## src/design/hsv2rgb_pkg.sv

```systemverilog
`timescale 1ns / 1ps
`default_nettype none

package hsv2rgb_pkg;

  localparam logic [16:0] ONE_Q16  = 17'h10000;
  localparam logic [33:0] HALF_Q16 = 34'h08000;

  // hexcone sectors, hue times six, integer part
  localparam logic [2:0] SECT_RED_YEL = 3'd0;
  localparam logic [2:0] SECT_YEL_GRN = 3'd1;
  localparam logic [2:0] SECT_GRN_CYN = 3'd2;
  localparam logic [2:0] SECT_CYN_BLU = 3'd3;
  localparam logic [2:0] SECT_BLU_MAG = 3'd4;
  localparam logic [2:0] SECT_MAG_RED = 3'd5;

  // after clamping and hue split
  typedef struct packed {
    logic        grey;
    logic [2:0]  sector;
    logic [15:0] frac;
    logic [16:0] v;
    logic [16:0] s;
    logic [16:0] alpha;
  } front_t;

  // after first multiplier row
  typedef struct packed {
    logic        grey;
    logic [2:0]  sector;
    logic [16:0] v;
    logic [16:0] p;
    logic [16:0] sf;
    logic [16:0] snf;
    logic [16:0] alpha;
  } ramp1_t;

  // after second multiplier row
  typedef struct packed {
    logic        grey;
    logic [2:0]  sector;
    logic [16:0] v;
    logic [16:0] p;
    logic [16:0] q;
    logic [16:0] t;
    logic [16:0] alpha;
  } ramp2_t;

  typedef struct packed {
    logic [16:0] alpha;
    logic [16:0] blue;
    logic [16:0] green;
    logic [16:0] red;
  } pixel_t;

  // Q.16 product, round to nearest, ties up; operands never exceed 1.0
  function automatic logic [16:0] mul_q16(input logic [16:0] a, input logic [16:0] b);
    logic [33:0] prod;
    prod = 34'(a) * 34'(b) + HALF_Q16;
    return prod[32:16];
  endfunction

endpackage

`default_nettype wire

```

## src/design/hsv_to_rgb_converter.sv

```systemverilog
// Pipeline: four register stages (clamp, two multiplier rows, sector mux); a word accepted
//   at the input is registered in each stage in that order before out_tvalid presents it.
// Throughput: one word per clock; each stage holds one word and advances whenever the next
//   stage is empty or moving, so a stall on out_tready backs up without loss or repeat.
// Reset: rst_n synchronous, active low, clears the stage valid bits only; no other state.
`timescale 1ns / 1ps
`default_nettype none

module hsv_to_rgb_converter
  import hsv2rgb_pkg::*;
(
  input  wire logic        clk,
  input  wire logic        rst_n,
  // slave side
  input  wire logic        in_tvalid,
  output logic             in_tready,
  input  wire logic [71:0] in_tdata,   // hue[15:0], sat[33:16], value_level[51:34],
                                       // alpha_in[68:52], zero pad [71:69]
  // master side
  output logic             out_tvalid,
  input  wire logic        out_tready,
  output logic [71:0]      out_tdata   // red[16:0], green[33:17], blue[50:34],
                                       // alpha_out[67:51], zero pad [71:68]
);

  logic [15:0]        hue;
  logic signed [17:0] sat;
  logic signed [17:0] value_level;
  logic [16:0]        alpha_in;

  logic   fr_valid;
  logic   fr_ready;
  front_t fr_data;
  logic   rp_valid;
  logic   rp_ready;
  ramp2_t rp_data;
  pixel_t pix;

  assign hue         = in_tdata[15:0];
  assign sat         = in_tdata[33:16];
  assign value_level = in_tdata[51:34];
  assign alpha_in    = in_tdata[68:52];

  // stage 1: clamp v and s, grey flag, hue * 6 into sector and ramp fraction
  hsv2rgb_front u_front (
    .clk         (clk),
    .rst_n       (rst_n),
    .in_valid    (in_tvalid),
    .in_ready    (in_tready),
    .hue         (hue),
    .sat         (sat),
    .value_level (value_level),
    .alpha_in    (alpha_in),
    .out_valid   (fr_valid),
    .out_ready   (fr_ready),
    .out_data    (fr_data)
  );

  // stages 2-3: p, q, t through two rows of 17x17 rounded multiplies
  hsv2rgb_ramp u_ramp (
    .clk       (clk),
    .rst_n     (rst_n),
    .in_valid  (fr_valid),
    .in_ready  (fr_ready),
    .in_data   (fr_data),
    .out_valid (rp_valid),
    .out_ready (rp_ready),
    .out_data  (rp_data)
  );

  // stage 4: sector routing / grey override into the output register
  hsv2rgb_mux u_mux (
    .clk       (clk),
    .rst_n     (rst_n),
    .in_valid  (rp_valid),
    .in_ready  (rp_ready),
    .in_data   (rp_data),
    .out_valid (out_tvalid),
    .out_ready (out_tready),
    .out_data  (pix)
  );

  assign out_tdata = {4'b0000, pix.alpha, pix.blue, pix.green, pix.red};

  // input backs up only when every stage is full and the output is stalled
  a_full_stall: assert property (@(posedge clk) disable iff (!rst_n)
    !in_tready |-> (out_tvalid && !out_tready))
    else $error("input stalled without output stall");
  a_rgb_range: assert property (@(posedge clk) disable iff (!rst_n)
    out_tvalid |-> (pix.red <= ONE_Q16 && pix.green <= ONE_Q16 && pix.blue <= ONE_Q16))
    else $error("color channel above one");

endmodule

`default_nettype wire

```

## src/design/hsv2rgb_front.sv

```systemverilog
`timescale 1ns / 1ps
`default_nettype none

module hsv2rgb_front
  import hsv2rgb_pkg::*;
(
  input  wire logic               clk,
  input  wire logic               rst_n,
  input  wire logic               in_valid,
  output logic                    in_ready,
  input  wire logic [15:0]        hue,
  input  wire logic signed [17:0] sat,
  input  wire logic signed [17:0] value_level,
  input  wire logic [16:0]        alpha_in,
  output logic                    out_valid,
  input  wire logic               out_ready,
  output front_t                  out_data
);

  logic        valid_r;
  front_t      data_r;
  front_t      data_nxt;
  logic [18:0] h6;

  assign in_ready = !valid_r || out_ready;

  always_comb begin
    h6 = 19'(hue) * 19'd6;
    data_nxt.sector = h6[18:16];
    data_nxt.frac   = h6[15:0];
    data_nxt.grey   = sat[17] || (sat == 18'sd0);
    if (value_level[17]) begin
      data_nxt.v = '0;
    end else if (value_level > 18'sd65536) begin
      data_nxt.v = ONE_Q16;
    end else begin
      data_nxt.v = value_level[16:0];
    end
    // only meaningful when not grey
    if (sat > 18'sd65536) begin
      data_nxt.s = ONE_Q16;
    end else begin
      data_nxt.s = sat[16:0];
    end
    data_nxt.alpha = alpha_in;
  end

  always_ff @(posedge clk) begin
    if (!rst_n) begin
      valid_r <= 1'b0;
    end else if (in_ready) begin
      valid_r <= in_valid;
    end
  end

  always_ff @(posedge clk) begin
    if (in_ready && in_valid) begin
      data_r <= data_nxt;
    end
  end

  assign out_valid = valid_r;
  assign out_data  = data_r;

endmodule

`default_nettype wire

```

## src/design/hsv2rgb_ramp.sv

```systemverilog
`timescale 1ns / 1ps
`default_nettype none

module hsv2rgb_ramp
  import hsv2rgb_pkg::*;
(
  input  wire logic   clk,
  input  wire logic   rst_n,
  input  wire logic   in_valid,
  output logic        in_ready,
  input  wire front_t in_data,
  output logic        out_valid,
  input  wire logic   out_ready,
  output ramp2_t      out_data
);

  logic   m1_valid_r;
  ramp1_t m1_r;
  ramp1_t m1_nxt;
  logic   m1_ready;
  logic   m2_valid_r;
  ramp2_t m2_r;
  ramp2_t m2_nxt;

  assign m1_ready = !m2_valid_r || out_ready;
  assign in_ready = !m1_valid_r || m1_ready;

  // row 1: s*f, s*(1-f), v*(1-s)
  always_comb begin
    m1_nxt.grey   = in_data.grey;
    m1_nxt.sector = in_data.sector;
    m1_nxt.v      = in_data.v;
    m1_nxt.alpha  = in_data.alpha;
    m1_nxt.sf     = mul_q16(in_data.s, {1'b0, in_data.frac});
    m1_nxt.snf    = mul_q16(in_data.s, ONE_Q16 - {1'b0, in_data.frac});
    m1_nxt.p      = mul_q16(in_data.v, ONE_Q16 - in_data.s);
  end

  // row 2: falling and rising ramps
  always_comb begin
    m2_nxt.grey   = m1_r.grey;
    m2_nxt.sector = m1_r.sector;
    m2_nxt.v      = m1_r.v;
    m2_nxt.alpha  = m1_r.alpha;
    m2_nxt.p      = m1_r.p;
    m2_nxt.q      = mul_q16(m1_r.v, ONE_Q16 - m1_r.sf);
    m2_nxt.t      = mul_q16(m1_r.v, ONE_Q16 - m1_r.snf);
  end

  always_ff @(posedge clk) begin
    if (!rst_n) begin
      m1_valid_r <= 1'b0;
      m2_valid_r <= 1'b0;
    end else begin
      if (in_ready) begin
        m1_valid_r <= in_valid;
      end
      if (m1_ready) begin
        m2_valid_r <= m1_valid_r;
      end
    end
  end

  always_ff @(posedge clk) begin
    if (in_ready && in_valid) begin
      m1_r <= m1_nxt;
    end
    if (m1_ready && m1_valid_r) begin
      m2_r <= m2_nxt;
    end
  end

  assign out_valid = m2_valid_r;
  assign out_data  = m2_r;

  // ramps never rise above brightness when saturation is positive
  a_p_le_v: assert property (@(posedge clk) disable iff (!rst_n)
    (m1_valid_r && !m1_r.grey) |-> (m1_r.p <= m1_r.v))
    else $error("p above v");
  a_qt_le_v: assert property (@(posedge clk) disable iff (!rst_n)
    (m2_valid_r && !m2_r.grey) |-> (m2_r.q <= m2_r.v && m2_r.t <= m2_r.v))
    else $error("q or t above v");

endmodule

`default_nettype wire

```

## src/design/hsv2rgb_mux.sv

```systemverilog
`timescale 1ns / 1ps
`default_nettype none

module hsv2rgb_mux
  import hsv2rgb_pkg::*;
(
  input  wire logic   clk,
  input  wire logic   rst_n,
  input  wire logic   in_valid,
  output logic        in_ready,
  input  wire ramp2_t in_data,
  output logic        out_valid,
  input  wire logic   out_ready,
  output pixel_t      out_data
);

  logic   valid_r;
  pixel_t pix_r;
  pixel_t pix_nxt;

  assign in_ready = !valid_r || out_ready;

  always_comb begin
    pix_nxt.alpha = in_data.alpha;
    if (in_data.grey) begin
      pix_nxt.red   = in_data.v;
      pix_nxt.green = in_data.v;
      pix_nxt.blue  = in_data.v;
    end else begin
      unique case (in_data.sector)
        SECT_RED_YEL: begin
          pix_nxt.red = in_data.v; pix_nxt.green = in_data.t; pix_nxt.blue = in_data.p;
        end
        SECT_YEL_GRN: begin
          pix_nxt.red = in_data.q; pix_nxt.green = in_data.v; pix_nxt.blue = in_data.p;
        end
        SECT_GRN_CYN: begin
          pix_nxt.red = in_data.p; pix_nxt.green = in_data.v; pix_nxt.blue = in_data.t;
        end
        SECT_CYN_BLU: begin
          pix_nxt.red = in_data.p; pix_nxt.green = in_data.q; pix_nxt.blue = in_data.v;
        end
        SECT_BLU_MAG: begin
          pix_nxt.red = in_data.t; pix_nxt.green = in_data.p; pix_nxt.blue = in_data.v;
        end
        default: begin
          pix_nxt.red = in_data.v; pix_nxt.green = in_data.p; pix_nxt.blue = in_data.q;
        end
      endcase
    end
  end

  always_ff @(posedge clk) begin
    if (!rst_n) begin
      valid_r <= 1'b0;
    end else if (in_ready) begin
      valid_r <= in_valid;
    end
  end

  always_ff @(posedge clk) begin
    if (in_ready && in_valid) begin
      pix_r <= pix_nxt;
    end
  end

  assign out_valid = valid_r;
  assign out_data  = pix_r;

  // hexcone: brightness always lands on at least one channel
  a_v_present: assert property (@(posedge clk) disable iff (!rst_n)
    (in_valid && in_ready) |=> (pix_r.red == $past(in_data.v) ||
      pix_r.green == $past(in_data.v) || pix_r.blue == $past(in_data.v)))
    else $error("no channel carries brightness");

endmodule

`default_nettype wire
```

## config.mk

```make
export PLATFORM = sky130hd
export DESIGN_NAME = hsv_to_rgb_converter
export DESIGN_NICKNAME = d
export VERILOG_FILES = /design/src/design/hsv2rgb_pkg.sv /design/src/design/hsv_to_rgb_converter.sv /design/src/design/hsv2rgb_front.sv /design/src/design/hsv2rgb_ramp.sv /design/src/design/hsv2rgb_mux.sv
export SDC_FILE = /design/constraint.sdc
export NUM_CORES = 2
export LEC_CHECK = 0
export BUFFER_PORTS_ARGS = -buffer_cell sky130_fd_sc_hd__buf_2
export CORE_MARGIN = 5
export CORE_UTILIZATION = 29
export CTS_BUF_LIST = sky130_fd_sc_hd__clkbuf_16
export DETAILED_ROUTE_END_ITERATION = 8
export SYNTH_ARGS = -nofsm -noshare
export SYNTH_HDL_FRONTEND = slang
export SYNTH_SLANG_ARGS = --single-unit
```

## constraint.sdc

```tcl
create_clock -name clk -period 8.35 [get_ports clk]
set_input_delay 1.2525 -clock clk [delete_from_list [all_inputs] [get_ports clk]]
set_output_delay 1.2525 -clock clk [all_outputs]
set_load 0.005 [all_outputs]
```

==> impl_metrics.env <==
export IMPL_synthMostInstantiatedCell="inv_1"
export IMPL_synth_enable_flop_cells=316
export IMPL_regArea_mm2=0.00957
export IMPL_route_detailed_drc=0
export IMPL_synth_cell_types=80
export IMPL_grt_pass1_vias=43909
export IMPL_crit_path_frequent_cell="inv_1"
export IMPL_required_ns=8.72
export IMPL_post_route_period_util=0.960
export IMPL_synth_avg_cell_area_um2=9.60
export IMPL_slew_limit_headroom=0.127
export IMPL_slew_viol_final=0
export IMPL_dieWidth_um=454
export IMPL_cts_buffer_depth=3
export IMPL_hpwl_um=116000
export IMPL_layout_nets=7761
export IMPL_die_h_um=454
export IMPL_vias=40368
export IMPL_place_gp_congestion=0.880
export IMPL_start_kind="flip-flop"
export IMPL_yosysSeqAreaShare=0.167
export IMPL_setup_ws_ns=0.338
export IMPL_path_class="reg2reg"
export IMPL_start_util=0.291
export IMPL_grt_use_total=0.143
export IMPL_pre_cts_ws_ns=0.0428
export IMPL_setup_viol=0
export IMPL_yosysWarnings=0
export IMPL_tns_ns=0
export IMPL_ys_flop_type="edfxtp_1"
export IMPL_multiInputGateArea_mm2=0.0420
export IMPL_cp_end_kind="flip-flop"
export IMPL_drive_above_1_share=0.0710
export IMPL_cts_root_buffer="clkbuf_16"
export IMPL_synthTopCellsByArea="fa_1 37%, edfxtp_1 17%, ha_1 12%"
export IMPL_max_cap_violations=0
export IMPL_grt_pass1_wl_um=238000
export IMPL_worst_pin_slew_ns=1.31
export IMPL_clk_insertion_delay_late_ns=0.59
export IMPL_cpMaxStageDelayCell="fa_1"
export IMPL_final_cells=8724
export IMPL_cts_tree="yes"
export IMPL_crit_path_max_fanout=4
export IMPL_postSynthCellCount=5958
export IMPL_cts_sinks=320
export IMPL_stdcell_area_mm2=0.0631
export IMPL_grt_max_degree=75
export IMPL_fillCellCount=20198
export IMPL_yosys_area_top_type="fa_1"
export IMPL_synth_top_cell_area_share=0.374
export IMPL_yosys_top_cells_count="1277 x inv_1, 1069 x fa_1, 870 x nand2_1"
export IMPL_core_area_mm2=0.197
export IMPL_hold_path_class="reg2reg"
export IMPL_finalWirelength_um=146000
export IMPL_slowest_delay_ns=0.52
export IMPL_syn_area_mm2=0.0572
export IMPL_ant_nets=0
export IMPL_critical_path_arrival_ns=8.38
export IMPL_synth_seq_cells=320
export IMPL_post_drt_wl_per_cell_um=16.8
export IMPL_worst_clock_skew_ns=0.0359
export IMPL_min_period_ns=8.01
export IMPL_place_area_mm2=0.0616
export IMPL_grt_overflow=0
export IMPL_syn2layout_area_growth_pct=10.2
export IMPL_fp_row_count=163
export IMPL_rsz0062_at_grt="true"
export IMPL_outcome="finished, final reports clean"
export IMPL_drt_first_pass_iters=6
export IMPL_cts_htree_levels=2
export IMPL_cts_made_buffers=37
export IMPL_fp_dieArea_mm2=0.206
export IMPL_async_reset_ff_frac=0
export IMPL_clock_fmax_mhz=125
export IMPL_antenna_found_initial=3
export IMPL_via_per_inst=4.63
export IMPL_portBuffers=142
export IMPL_postCtsHoldBufs=0
export IMPL_drt_iter0_drc=2529
export IMPL_dp_cells=8654
export IMPL_final_hold_violation_count=0
export IMPL_pin_count=150
export IMPL_path_clk_slew_ns=0.09
cells by family (layout without fill, tap and decap cells):
| kind of cell | Yosys count | after routing | share of synthesized area |
|---|---|---|---|
| fa+ha+maj | 1630 | 1630 | 0.497 |
| other cells | 1 | 5 | 0.0000655 |
| buf+inv | 1548 | 1670 | 0.102 |
| mux | 18 | 18 | 0.00315 |
| flops | 320 | 320 | 0.167 |
| xor+xnor | 183 | 183 | 0.0280 |
| compound gates | 391 | 391 | 0.0421 |
| simple gates | 1867 | 1867 | 0.161 |
per-layer routing:
metal  GRT usage  wire length (µm)  vias up
met1       0.194             63700    20638
met5           0                13        -
li1            -                 -    18252
met4      0.0358              3900        2
met2       0.243             69600     1230
met3      0.0187              9020      246
stage by stage:
step                      hold slack [ns]   util
after global placement              0.400  0.313
final                               0.400  0.320
after detailed placement            0.405  0.313
after floorplan                     0.400      -
after global routing                0.398  0.320
after CTS                           0.388  0.319
final cells by class:
class | instances | share of cell area
multi-input combinational | 4093 | 0.667
sequential | 320 | 0.152
clock inverter | 30 | 0.00476
timing repair buffer | 326 | 0.0337
antenna | 1 | 0.0000397
inverter | 1277 | 0.0760
clock buffer | 37 | 0.0147
tap | 2640 | 0.0524
worst paths after layout:
path / startpoint / end / slack, ns / cells after the start
min reg2reg: u_ramp.m1_r[9]$_DFFE_PP_ / u_ramp.out_data[9]$_DFFE_PP_ / 0.40 / 0
max: u_front.out_data[17]$_SDFFCE_PN0P_ / u_ramp.m1_r[65]$_DFFE_PP_ / 0.34 / 32
max reg2reg: u_front.out_data[17]$_SDFFCE_PN0P_ / u_ramp.m1_r[65]$_DFFE_PP_ / 0.34 / 32
min: u_ramp.m1_r[9]$_DFFE_PP_ / u_ramp.out_data[9]$_DFFE_PP_ / 0.40 / 0
registers in the layout (all words and copies together) (netlist names):
signal             count
u_mux.out_data        68
u_ramp.out_valid       1
u_front.out_data      70
u_ramp.m1_r           89
u_mux.out_valid        1
u_ramp.m1_valid_r      1
u_front.out_valid      1
u_ramp.out_data       89
what timing repair did:
action | in CTS | in global routing
setup buffers | 0 | 2
gates resized for setup | 0 | 30
setup endpoints to repair | 0 | 17
worst max-delay path, delay by kind of cell, from the launching register on:
kind / cells / cell delay (ns)
buf+inv: 6 / 0.32
xor+xnor: 2 / 0.22
flops: 1 / 0.44
simple gates: 9 / 2.18
compound gates: 7 / 1.57
fa+ha+maj: 8 / 3.05
cells in the final DEF, fill, tap and decap left out, types with 21 or more instances in the layout:
| cell | count |
|---|---|
| a21o_1 | 24 |
| a21oi_1 | 120 |
| and2_1 | 625 |
| and3_1 | 21 |
| buf_2 | 142 |
| buf_4 | 180 |
| clkbuf_16 | 37 |
| edfxtp_1 | 316 |
| fa_1 | 1069 |
| ha_1 | 561 |
| inv_1 | 1281 |
| nand2_1 | 870 |
| nand3_1 | 26 |
| nor2_1 | 131 |
| nor2b_1 | 41 |
| nor3_1 | 33 |
| o21ai_0 | 112 |
| xnor2_1 | 117 |
| xor2_1 | 55 |
Power is left out: the tool's default activity adds up to more than one toggle a clock period on the data nets, which glitch-free logic cannot reach.
